`src/rtl/ksa_pkg.sv`:
```
// Shared types and codes for the shared-array stack block.
package ksa_pkg;

   localparam int DATA_W = 32;
   localparam int ID_W   = 2;

   localparam logic OP_PUSH = 1'b0;
   localparam logic OP_POP  = 1'b1;

   localparam logic [1:0] ST_OK        = 2'd0;
   localparam logic [1:0] ST_OVERFLOW  = 2'd1;
   localparam logic [1:0] ST_UNDERFLOW = 2'd2;

   typedef struct packed {
      logic                     operation;
      logic [ID_W-1:0]          stack_id;
      logic signed [DATA_W-1:0] push_value;
   } req_type;

   typedef struct packed {
      logic [1:0]               status;
      logic signed [DATA_W-1:0] pop_value;
   } rsp_type;

   typedef enum logic [1:0] {
      KIND_PUSH  = 2'd0,
      KIND_POP   = 2'd1,
      KIND_OVER  = 2'd2,
      KIND_UNDER = 2'd3
   } kind_type;

   typedef struct packed {
      kind_type                 kind;
      logic [ID_W-1:0]          stack_id;
      logic signed [DATA_W-1:0] push_value;
   } cmd_type;

endpackage

```
`src/rtl/k_stacks_shared_array.sv`:
```
// Top level of the shared-array stack block.
// NUM_STACKS LIFO stacks share CAPACITY slots of one store; each request word
// is a push or a pop on one stack and yields exactly one response word (status
// and popped value). In the back end, the idle state reads the slot store at
// the stack head or free-list head; the apply state, held while the response
// is stalled, applies the update and loads the response. A two-word queue sits
// between request intake and the back end. Slots are handed out from the list
// of freed slots while it holds any, otherwise from a fresh counter until it
// reaches CAPACITY, so no clearing pass is needed after reset.
module k_stacks_shared_array #(
   parameter int NUM_STACKS = 4,
   parameter int CAPACITY   = 16
) (
   input  logic              clock,
   input  logic              reset,
   input  logic              req_valid,
   output logic              req_stall,
   input  ksa_pkg::req_type  req_word,
   output logic              rsp_valid,
   input  logic              rsp_stall,
   output ksa_pkg::rsp_type  rsp_word
);

   logic             q_full;
   logic             q_push;
   logic             q_valid;
   logic             q_pop;
   ksa_pkg::cmd_type front_cmd;
   ksa_pkg::cmd_type back_cmd;

   ksa_front #(
      .NUM_STACKS (NUM_STACKS)
   ) u_front (
      .req_valid (req_valid),
      .req_stall (req_stall),
      .req_word  (req_word),
      .q_full    (q_full),
      .q_push    (q_push),
      .q_cmd     (front_cmd)
   );

   ksa_queue u_queue (
      .clock    (clock),
      .reset    (reset),
      .push     (q_push),
      .push_cmd (front_cmd),
      .full     (q_full),
      .pop      (q_pop),
      .valid    (q_valid),
      .pop_cmd  (back_cmd)
   );

   ksa_back #(
      .NUM_STACKS (NUM_STACKS),
      .CAPACITY   (CAPACITY)
   ) u_back (
      .clock     (clock),
      .reset     (reset),
      .q_valid   (q_valid),
      .q_cmd     (back_cmd),
      .q_pop     (q_pop),
      .rsp_valid (rsp_valid),
      .rsp_stall (rsp_stall),
      .rsp_word  (rsp_word)
   );

endmodule

```
`src/rtl/ksa_front.sv`:
```
// Front end: accepts request words and classifies them into commands.
module ksa_front #(
   parameter int NUM_STACKS = 4
) (
   input  logic              req_valid,
   output logic              req_stall,
   input  ksa_pkg::req_type  req_word,
   input  logic              q_full,
   output logic              q_push,
   output ksa_pkg::cmd_type  q_cmd
);

   logic in_range;

   assign in_range  = int'(req_word.stack_id) < NUM_STACKS;
   assign req_stall = q_full;
   assign q_push    = req_valid && !q_full;

   always_comb begin
      q_cmd.stack_id   = req_word.stack_id;
      q_cmd.push_value = req_word.push_value;
      if (req_word.operation == ksa_pkg::OP_POP) begin
         q_cmd.kind = in_range ? ksa_pkg::KIND_POP : ksa_pkg::KIND_UNDER;
      end else begin
         q_cmd.kind = in_range ? ksa_pkg::KIND_PUSH : ksa_pkg::KIND_OVER;
      end
   end

endmodule

```
`src/rtl/ksa_queue.sv`:
```
// Two-entry command queue between front and back.
module ksa_queue (
   input  logic              clock,
   input  logic              reset,
   input  logic              push,
   input  ksa_pkg::cmd_type  push_cmd,
   output logic              full,
   input  logic              pop,
   output logic              valid,
   output ksa_pkg::cmd_type  pop_cmd
);

   ksa_pkg::cmd_type entry_ff [2];
   logic             wr_ptr_ff;
   logic             wr_ptr_in;
   logic             rd_ptr_ff;
   logic             rd_ptr_in;
   logic [1:0]       count_ff;
   logic [1:0]       count_in;

   assign full    = count_ff == 2'd2;
   assign valid   = count_ff != 2'd0;
   assign pop_cmd = entry_ff[rd_ptr_ff];

   always_comb begin
      wr_ptr_in = push ? !wr_ptr_ff : wr_ptr_ff;
      rd_ptr_in = pop ? !rd_ptr_ff : rd_ptr_ff;
      count_in  = count_ff + 2'(push) - 2'(pop);
   end

   always_ff @(posedge clock) begin
      if (push) begin
         entry_ff[wr_ptr_ff] <= push_cmd;
      end
      if (reset) begin
         wr_ptr_ff <= 1'b0;
         rd_ptr_ff <= 1'b0;
         count_ff  <= 2'd0;
      end else begin
         wr_ptr_ff <= wr_ptr_in;
         rd_ptr_ff <= rd_ptr_in;
         count_ff  <= count_in;
      end
   end

endmodule

```
`src/rtl/ksa_back.sv`:
```
// Back end: stack heads, free list, slot store and the response register.
module ksa_back #(
   parameter int NUM_STACKS = 4,
   parameter int CAPACITY   = 16
) (
   input  logic              clock,
   input  logic              reset,
   input  logic              q_valid,
   input  ksa_pkg::cmd_type  q_cmd,
   output logic              q_pop,
   output logic              rsp_valid,
   input  logic              rsp_stall,
   output ksa_pkg::rsp_type  rsp_word
);

   localparam int LW = $clog2(CAPACITY + 1);
   localparam int IW = $clog2(CAPACITY);
   localparam int SW = (NUM_STACKS > 1) ? $clog2(NUM_STACKS) : 1;
   localparam logic [LW-1:0] NULL_LINK = LW'(CAPACITY);

   typedef enum logic [1:0] {
      S_IDLE  = 2'b01,
      S_APPLY = 2'b10
   } state_type;

   state_type                      state_ff;
   state_type                      state_in;
   ksa_pkg::cmd_type               cmd_ff;
   ksa_pkg::cmd_type               cmd_in;
   logic [LW-1:0]                  head_ff;
   logic [LW-1:0]                  head_in;
   logic [LW-1:0]                  heads_ff [NUM_STACKS];
   logic [LW-1:0]                  heads_in [NUM_STACKS];
   logic [LW-1:0]                  free_head_ff;
   logic [LW-1:0]                  free_head_in;
   logic [LW-1:0]                  fresh_ff;
   logic [LW-1:0]                  fresh_in;
   logic                           rsp_valid_ff;
   logic                           rsp_valid_in;
   ksa_pkg::rsp_type               rsp_ff;
   ksa_pkg::rsp_type               rsp_in;

   logic [ksa_pkg::DATA_W-1:0]     value_mem [CAPACITY];
   logic [LW-1:0]                  link_mem [CAPACITY];
   logic [ksa_pkg::DATA_W-1:0]     value_rd_ff;
   logic [LW-1:0]                  link_rd_ff;

   logic                           rd_en;
   logic [LW-1:0]                  rd_addr;
   logic                           value_we;
   logic                           link_we;
   logic [LW-1:0]                  wr_slot;
   logic [LW-1:0]                  link_wd;
   logic [SW-1:0]                  q_idx;
   logic [SW-1:0]                  cmd_idx;
   logic                           out_free;

   assign q_idx     = SW'(q_cmd.stack_id);
   assign cmd_idx   = SW'(cmd_ff.stack_id);
   assign out_free  = !rsp_valid_ff || !rsp_stall;
   assign rsp_valid = rsp_valid_ff;
   assign rsp_word  = rsp_ff;
   assign rd_addr   = (q_cmd.kind == ksa_pkg::KIND_POP) ? heads_ff[q_idx] : free_head_ff;

   always_comb begin
      state_in     = state_ff;
      cmd_in       = cmd_ff;
      head_in      = head_ff;
      heads_in     = heads_ff;
      free_head_in = free_head_ff;
      fresh_in     = fresh_ff;
      rsp_valid_in = rsp_valid_ff && rsp_stall;
      rsp_in       = rsp_ff;
      q_pop        = 1'b0;
      rd_en        = 1'b0;
      value_we     = 1'b0;
      link_we      = 1'b0;
      wr_slot      = head_ff;
      link_wd      = free_head_ff;
      unique case (state_ff)
         S_IDLE: begin
            if (q_valid) begin
               q_pop    = 1'b1;
               rd_en    = 1'b1;
               cmd_in   = q_cmd;
               head_in  = heads_ff[q_idx];
               state_in = S_APPLY;
            end
         end
         S_APPLY: begin
            if (out_free) begin
               rsp_valid_in     = 1'b1;
               rsp_in.status    = ksa_pkg::ST_OK;
               rsp_in.pop_value = '0;
               state_in         = S_IDLE;
               unique case (cmd_ff.kind)
                  ksa_pkg::KIND_PUSH: begin
                     if (free_head_ff != NULL_LINK) begin
                        wr_slot      = free_head_ff;
                        free_head_in = link_rd_ff;
                        value_we     = 1'b1;
                     end else if (fresh_ff != NULL_LINK) begin
                        wr_slot  = fresh_ff;
                        fresh_in = fresh_ff + LW'(1);
                        value_we = 1'b1;
                     end else begin
                        rsp_in.status = ksa_pkg::ST_OVERFLOW;
                     end
                     if (value_we) begin
                        link_we           = 1'b1;
                        link_wd           = head_ff;
                        heads_in[cmd_idx] = wr_slot;
                     end
                  end
                  ksa_pkg::KIND_POP: begin
                     if (head_ff != NULL_LINK) begin
                        rsp_in.pop_value  = value_rd_ff;
                        heads_in[cmd_idx] = link_rd_ff;
                        link_we           = 1'b1;
                        wr_slot           = head_ff;
                        link_wd           = free_head_ff;
                        free_head_in      = head_ff;
                     end else begin
                        rsp_in.status = ksa_pkg::ST_UNDERFLOW;
                     end
                  end
                  ksa_pkg::KIND_OVER: begin
                     rsp_in.status = ksa_pkg::ST_OVERFLOW;
                  end
                  default: begin
                     rsp_in.status = ksa_pkg::ST_UNDERFLOW;
                  end
               endcase
            end
         end
         default: begin
            state_in = S_IDLE;
         end
      endcase
   end

   always_ff @(posedge clock) begin
      if (value_we) begin
         value_mem[wr_slot[IW-1:0]] <= cmd_ff.push_value;
      end
      if (link_we) begin
         link_mem[wr_slot[IW-1:0]] <= link_wd;
      end
      if (rd_en) begin
         value_rd_ff <= value_mem[rd_addr[IW-1:0]];
         link_rd_ff  <= link_mem[rd_addr[IW-1:0]];
      end
   end

   always_ff @(posedge clock) begin
      cmd_ff  <= cmd_in;
      head_ff <= head_in;
      rsp_ff  <= rsp_in;
      if (reset) begin
         state_ff     <= S_IDLE;
         rsp_valid_ff <= 1'b0;
         free_head_ff <= NULL_LINK;
         fresh_ff     <= '0;
         for (int i = 0; i < NUM_STACKS; i++) begin
            heads_ff[i] <= NULL_LINK;
         end
      end else begin
         state_ff     <= state_in;
         rsp_valid_ff <= rsp_valid_in;
         free_head_ff <= free_head_in;
         fresh_ff     <= fresh_in;
         heads_ff     <= heads_in;
      end
   end

   a_fresh_bound: assert property (@(posedge clock) disable iff (reset)
      fresh_ff <= NULL_LINK)
      else $error("fresh slot counter past capacity");

   a_rsp_from_apply: assert property (@(posedge clock) disable iff (reset)
      $rose(rsp_valid_ff) |-> $past(state_ff == S_APPLY))
      else $error("response raised outside apply step");

   a_pop_frees_slot: assert property (@(posedge clock) disable iff (reset)
      (state_ff == S_APPLY && out_free && cmd_ff.kind == ksa_pkg::KIND_POP
       && head_ff != NULL_LINK) |=> free_head_ff == $past(head_ff))
      else $error("popped slot not returned to free list");

   a_queue_pop_idle: assert property (@(posedge clock) disable iff (reset)
      q_pop |=> state_ff == S_APPLY && !q_pop)
      else $error("command taken while busy");

endmodule

```
`config.mk`:
```
export PLATFORM = sky130hd
export DESIGN_NAME = k_stacks_shared_array
export DESIGN_NICKNAME = d
export VERILOG_FILES = /design/src/rtl/ksa_pkg.sv /design/src/rtl/k_stacks_shared_array.sv /design/src/rtl/ksa_front.sv /design/src/rtl/ksa_queue.sv /design/src/rtl/ksa_back.sv
export SDC_FILE = /design/constraint.sdc
export NUM_CORES = 1
export LEC_CHECK = 0
export ABC_AREA = 1
export BUFFER_PORTS_ARGS = -buffer_cell sky130_fd_sc_hd__buf_4
export CORE_ASPECT_RATIO = 1.1
export CORE_UTILIZATION = 56
export DETAILED_ROUTE_END_ITERATION = 8
export PLACE_DENSITY = 0.75
export SLEW_MARGIN = 40
export SYNTH_ARGS = -nofsm -noshare
export SYNTH_HDL_FRONTEND = slang
export SYNTH_SLANG_ARGS = --single-unit
```
`constraint.sdc`:
```
create_clock -name clock -period 6.05 [get_ports clock]
set_clock_uncertainty 0.05 [all_clocks]
set_input_delay 1.21 -clock clock [delete_from_list [all_inputs] [get_ports clock]]
set_output_delay 1.21 -clock clock [all_outputs]
set_load 0.01 [all_outputs]
```
==> results of run 1 <==
[layer usage]
layer	up-vias	part of all wire (%)
li1	10600	-
met1	10700	39
met2	1169	48
met3	185	9.3
met4	0	3.6
met5	-	0
[cell usage in the layout, fill, tap and decap left out, drive strengths merged, types with 2 or more instances in the layout]
| master | synthesis | routed |
|---|---|---|
| dfxtp | 38 | 38 |
| clkinv | 1 | 27 |
| nor2 | 103 | 103 |
| clkbuf | 41 | 101 |
| edfxtp | 773 | 773 |
| a21oi | 30 | 30 |
| o21a | 2 | 2 |
| nand3 | 730 | 730 |
| o22ai | 3 | 3 |
| nor3 | 3 | 3 |
| bufinv | 0 | 2 |
| nand2 | 632 | 632 |
| ha | 4 | 4 |
| inv | 689 | 693 |
| o21ai | 53 | 53 |
| clkinvlp | 0 | 2 |
| buf | 115 | 121 |
[cell families (layout without fill, tap and decap cells)]
group / after synthesis / count (layout) / share of synthesized area, %
mux: 1 / 1 / 0.0290
compound gates: 90 / 90 / 1.41
simple gates: 1472 / 1472 / 18.9
buf+inv: 846 / 946 / 10.1
fa+ha+maj: 4 / 4 / 0.145
xor+xnor: 1 / 1 / 0.0254
flops: 811 / 811 / 69.4
[sequential cells by signal, indices dropped and copies added (netlist names), 20 cells and up, named ones only]
name / flops
u_back.value_mem: 512
u_back.link_mem: 80
u_queue.entry_ff: 70
u_back.rsp_word: 34
u_back.cmd_ff: 33
u_back.value_rd_ff: 32
u_back.heads_ff: 20
[final timing paths]
check | cells after the start | from | slack (ns) | to
worst max-delay path | 13 | register | 1.80 | u_back.value_rd_ff[1]
worst min-delay path | 1 | u_queue.rd_ptr_ff | 0.40 | u_queue.rd_ptr_ff
worst max register to register | 13 | register | 1.80 | u_back.value_rd_ff[1]
worst min register to register | 1 | u_queue.rd_ptr_ff | 0.40 | u_queue.rd_ptr_ff
[per-stage QoR]
step,total power [W],hold slack (ns),std cells,utilization (%),setup WS [ns]
3_5_place_dp,0.0129,0.394,4013,59.1,1.74
5_1_grt,0.0182,0.414,4149,62.9,1.51
4_1_cts,0.0174,0.400,4148,62.9,1.89
3_3_place_gp,0.0127,0.382,4002,58.6,1.88
6_report,0.0174,0.401,4149,62.9,1.80
2_1_floorplan,0.0112,0.374,3225,-,0.0192
[worst reg2reg max path, cell delays in order (launching register included)]
cell	delay (ns)
dfxtp_1	0.34
buf_4	0.38
nand2_1	0.21
nand2_1	0.33
nand2_1	0.10
nand3_1	0.14
nand3_4	0.57
nand2_4	0.81
buf_4	0.56
nand2_1	0.12
nand3_1	0.11
nand3_1	0.09
nand3_1	0.13
nand2_1	0.07
[where the power goes]
part           switching [W]  total, W  internal, W
sequential          0.000668   0.00798      0.00732
combinational        0.00354   0.00488      0.00134
clock                0.00204   0.00454      0.00250
[area by class of cell]
cell class | instances | area (sq um)
Clock buffer | 101 | 2070
Clock inverter | 34 | 246
Fill cell | 4509 | 22600
Inverter | 690 | 2590
Multi-Input combinational cell | 1568 | 7310
Sequential cell | 811 | 24000
Tap cell | 824 | 1030
Timing Repair Buffer | 121 | 1150
==> results.json, run 1 <==
{
  "crit_arrival_ns": 4.57,
  "synth_commonest_cells": "edfxtp_1, nand3_1, inv_1",
  "antenna_found_initial": 0,
  "wl_um": 79500,
  "crit_slowest_cell": "nand2_4",
  "syn_area_per_cell_sq_um": 10.7,
  "drtAntennaViolNets": 0,
  "status": "finished, final reports clean",
  "crit_path_frequent_cell": "nand2_1",
  "hpwl_um": 44800,
  "max_freq_ghz": 0.236,
  "ys_ff_latch": 811,
  "async_flop_share_pct": 0,
  "grt_pass1_vias": 22000,
  "vias": 22700,
  "cp_max_fo": 50,
  "period_minus_slack_ns": 4.25,
  "grt_max_degree": 79,
  "period_share_pct": 70.2,
  "synth.most_common_cell": "edfxtp_1",
  "final_cell_area_sq_um": 38400,
  "cts_hold_buf": 0,
  "yosysTopAreaCell": "edfxtp_1",
  "maxCapViolCount": 0,
  "clkTransAtPathRegs_ns": 0.06,
  "drtIter0Drc": 2437,
  "drc_errors": 0,
  "clock_sinks": 811,
  "worstSkewPairLatency_ns": 0.63,
  "tns_ns": 0,
  "core_sq_um": 61000,
  "worst_pin_slew_ns": 0.863,
  "portBuffers": 74,
  "die_h_um": 262,
  "cts-buffers-inserted": 79,
  "synth-seq-area-share_pct": 69.4,
  "placed_cell_area_sq_um": 36000,
  "drive_gt1_share_pct": 8.18,
  "rsz0062_at_grt": "no",
  "cts_buffer_depth": 3,
  "die_w_um": 239,
  "p_leak_nw": 15.9,
  "setup_viol": 0,
  "fin_nets": 3314,
  "start_util_pct": 56.6,
  "worst_ir_drop_vdd_mv": 0.432,
  "met3_usage_pct": 3.96,
  "synth_area_sq_um": 34500,
  "syn-num-nets": 3268,
  "hold_viol": 0,
  "wl_per_cell_um": 19.2,
  "yosysWarnings": 0,
  "cts.repair.resized": 0,
  "crit_type": "reg -> reg",
  "crit_family": "simple AND/OR/NAND/NOR gates",
  "rows": 95,
  "cts_root_buf": "clkbuf_16",
  "slew_viol_final": 0,
  "max-slew-margin-rel_pct": 42.3,
  "cellPowerDensity_nw_per_um2": 453,
  "critical_path.max_stage_delay_ns": 0.77,
  "area_growth_pct": 11.2,
  "antennaDiodeCount": 0,
  "syn_inst": 3225,
  "synthTopCellsByArea": "edfxtp_1, nand3_1, inv_1, nand2_1, dfxtp_1",
  "hold_class": "reg -> reg",
  "grt.busiest_layer": "met2",
  "end_kind": "register",
  "worstPathCellList": "buf_4 > nand2_1 > nand2_1 > nand2_1 > nand3_1 > nand3_4 > nand2_4 > buf_4 > nand2_1 > nand3_1 > nand3_1 > nand3_1 > nand2_1",
  "cp-start-kind": "register",
  "grt_pass1_wl_um": 122000,
  "synth-main-ff-cell": "edfxtp_1",
  "cts_tree": "yes",
  "cp_num_buf_inv": 2,
  "use_met1_pct": 34.1,
  "post_cts_buffers": 0,
  "ios": 75,
  "cts_max_level": 3,
  "gp_congestion": 0.888,
  "synth_top_area_share_pct": 67.2,
  "grt_util_all_layers_pct": 25.6,
  "grtUsageMet2_pct": 41.8,
  "overflow": 0,
  "vias_per_cell": 5.47,
  "synth_edf_count": 773,
  "synth.distinct_cells": 37,
  "design.die.area_sq_um": 62600,
  "worstPathRequired_ns": 6.38,
  "first_pass_iters": 6
}
Power figures use the tool's default switching activity.
==> run 2: changes to the inputs <==
==> constraint.sdc (replaced) <==
create_clock -name clock -period 3.7 [get_ports clock]
set_clock_uncertainty 0.05 [all_clocks]
set_input_delay 0.74 -clock clock [delete_from_list [all_inputs] [get_ports clock]]
set_output_delay 0.74 -clock clock [all_outputs]
set_load 0.01 [all_outputs]
==> results.json, run 2 (synthesized netlist as in run 1, its figures left out) <==
{
  "status": "finished, final reports clean",
  "grt_max_degree": 113,
  "grt_util_all_layers_pct": 26.5,
  "drc_errors": 0,
  "drive_gt1_share_pct": 9.01,
  "cts_root_buf": "clkbuf_16",
  "fin_nets": 3331,
  "worst_ir_drop_vdd_mv": 0.559,
  "design.die.area_sq_um": 62600,
  "drtIter0Drc": 2597,
  "drtAntennaViolNets": 0,
  "end_kind": "register",
  "cp-start-kind": "register",
  "utilization_pct": 63.5,
  "post_cts_buffers": 0,
  "setup_viol": 0,
  "first_pass_iters": 6,
  "crit_arrival_ns": 3.58,
  "grt_pass1_vias": 22400,
  "dr.max_layer_used": "met4",
  "area_growth_pct": 12.3,
  "cts.repair.resized": 0,
  "die_w_um": 239,
  "comb_power_share_pct": 27.4,
  "mostFrequentLayoutCells": "edfxtp_1, nand3_1, inv_1",
  "dr_wl_met2_um": 39300,
  "cts_tree": "yes",
  "wl_per_cell_um": 19.5,
  "seqPwrFrac_pct": 45.0,
  "rows": 95,
  "antenna_found_initial": 0,
  "tns_ns": 0,
  "hp-start": "req_word[8]",
  "period_share_pct": 86.5,
  "hold_viol": 0,
  "overflow": 0,
  "largest_reg_flops": 512,
  "wl_um": 81500,
  "hold_class": "in -> reg",
  "cellPowerDensity_nw_per_um2": 755,
  "p_clk_share_pct": 27.5,
  "period_minus_slack_ns": 3.20,
  "start_util_pct": 56.6,
  "p_leak_nw": 16.1,
  "clock_sinks": 811,
  "p_sw_share_pct": 35.4,
  "ios": 75,
  "vias": 23000,
  "antennaDiodeCount": 0,
  "worst_pin_slew_ns": 0.871,
  "grt_pass1_wl_um": 126000,
  "cts-buffers-inserted": 80,
  "clkTransAtPathRegs_ns": 0.06,
  "hpwl_um": 46500,
  "p_switching_w": 0.0104,
  "gp_congestion": 0.894,
  "slew_viol_final": 0,
  "dr_wl_met3_um": 8590,
  "maxCapViolCount": 0,
  "multi_input_area_sq_um": 7280,
  "seq_area_sq_um": 24000,
  "cts_buffer_depth": 3,
  "worstPathRequired_ns": 4.08,
  "vias_per_cell": 5.50,
  "portBuffers": 74,
  "die_h_um": 262,
  "rsz0062_at_grt": "no",
  "final_common_cell": "edfxtp_1",
  "max_freq_ghz": 0.313,
  "max-slew-margin-rel_pct": 41.9,
  "cp_max_fo": 112,
  "m1WireLength_um": 31300,
  "cts_max_level": 3,
  "cts_hold_buf": 0,
  "worstSkewPairLatency_ns": 0.63,
  "crit_type": "reg -> reg",
  "core_sq_um": 61000,
  "num-fill-cells": 4581,
  "intPower_w": 0.0189
}
## run 2: worst paths after layout
kind / end / slack, ns / cells after the start
worst max register to register: u_back.value_rd_ff[9] / 0.50 / 11
worst max-delay path: u_back.value_rd_ff[9] / 0.50 / 11
worst min register to register: u_back.heads_ff[18] / 0.41 / 2
worst min-delay path: u_queue.entry_ff[0][8] / 0.24 / 1
## run 2: cell type report
type	count	share of cell area [%]
Timing Repair Buffer	137	3.30
Sequential cell	811	61.9
Tap cell	824	2.66
Multi-Input combinational cell	1568	18.8
Inverter	690	6.70
Clock buffer	100	5.66
Clock inverter	44	1.04
## run 2: critical path, cell delays in order, from the launching register on
cell and delay (ns):
dfxtp_1 0.50, nand2_1 0.19, nand2_1 0.35, nand2_1 0.11, nand3_1 0.12, nand3_1 0.16, nand2_4 0.37, buf_12 0.50
nand3_1 0.15, nand3_1 0.14, nand3_1 0.08, nand2_1 0.23
## run 2: metrics by stage
stage               std cells  total power (W)  worst slack [ns]  instance area [sq um]  hold WS [ns]
floorplan                3225           0.0183            -0.115                  34600         0.374
global placement         4030           0.0211             0.495                  36200         0.389
detailed placement       4030           0.0212             0.469                  36200         0.398
CTS                      4174           0.0292             0.549                  38700         0.216
global route             4174           0.0305             0.237                  38700         0.231
finish                   4174           0.0293             0.501                  38700         0.241
## run 2: routing by layer
metal | vias to the layer above | GRT usage (%)
li1 | 10700 | -
met1 | 10900 | 36.1
met2 | 1269 | 43.2
met3 | 175 | 4.30
met4 | 0 | 9.36
met5 | - | 0
## run 2: power by group through the flow
stage	clock [W]	combinational [W]	sequential, W
after global routing	0.00848	0.00878	0.0133
after detailed placement	0	0.00790	0.0133
after CTS	0.00815	0.00795	0.0131
after floorplan	0	0.00562	0.0127
after global placement	0	0.00776	0.0133
final	0.00805	0.00803	0.0132
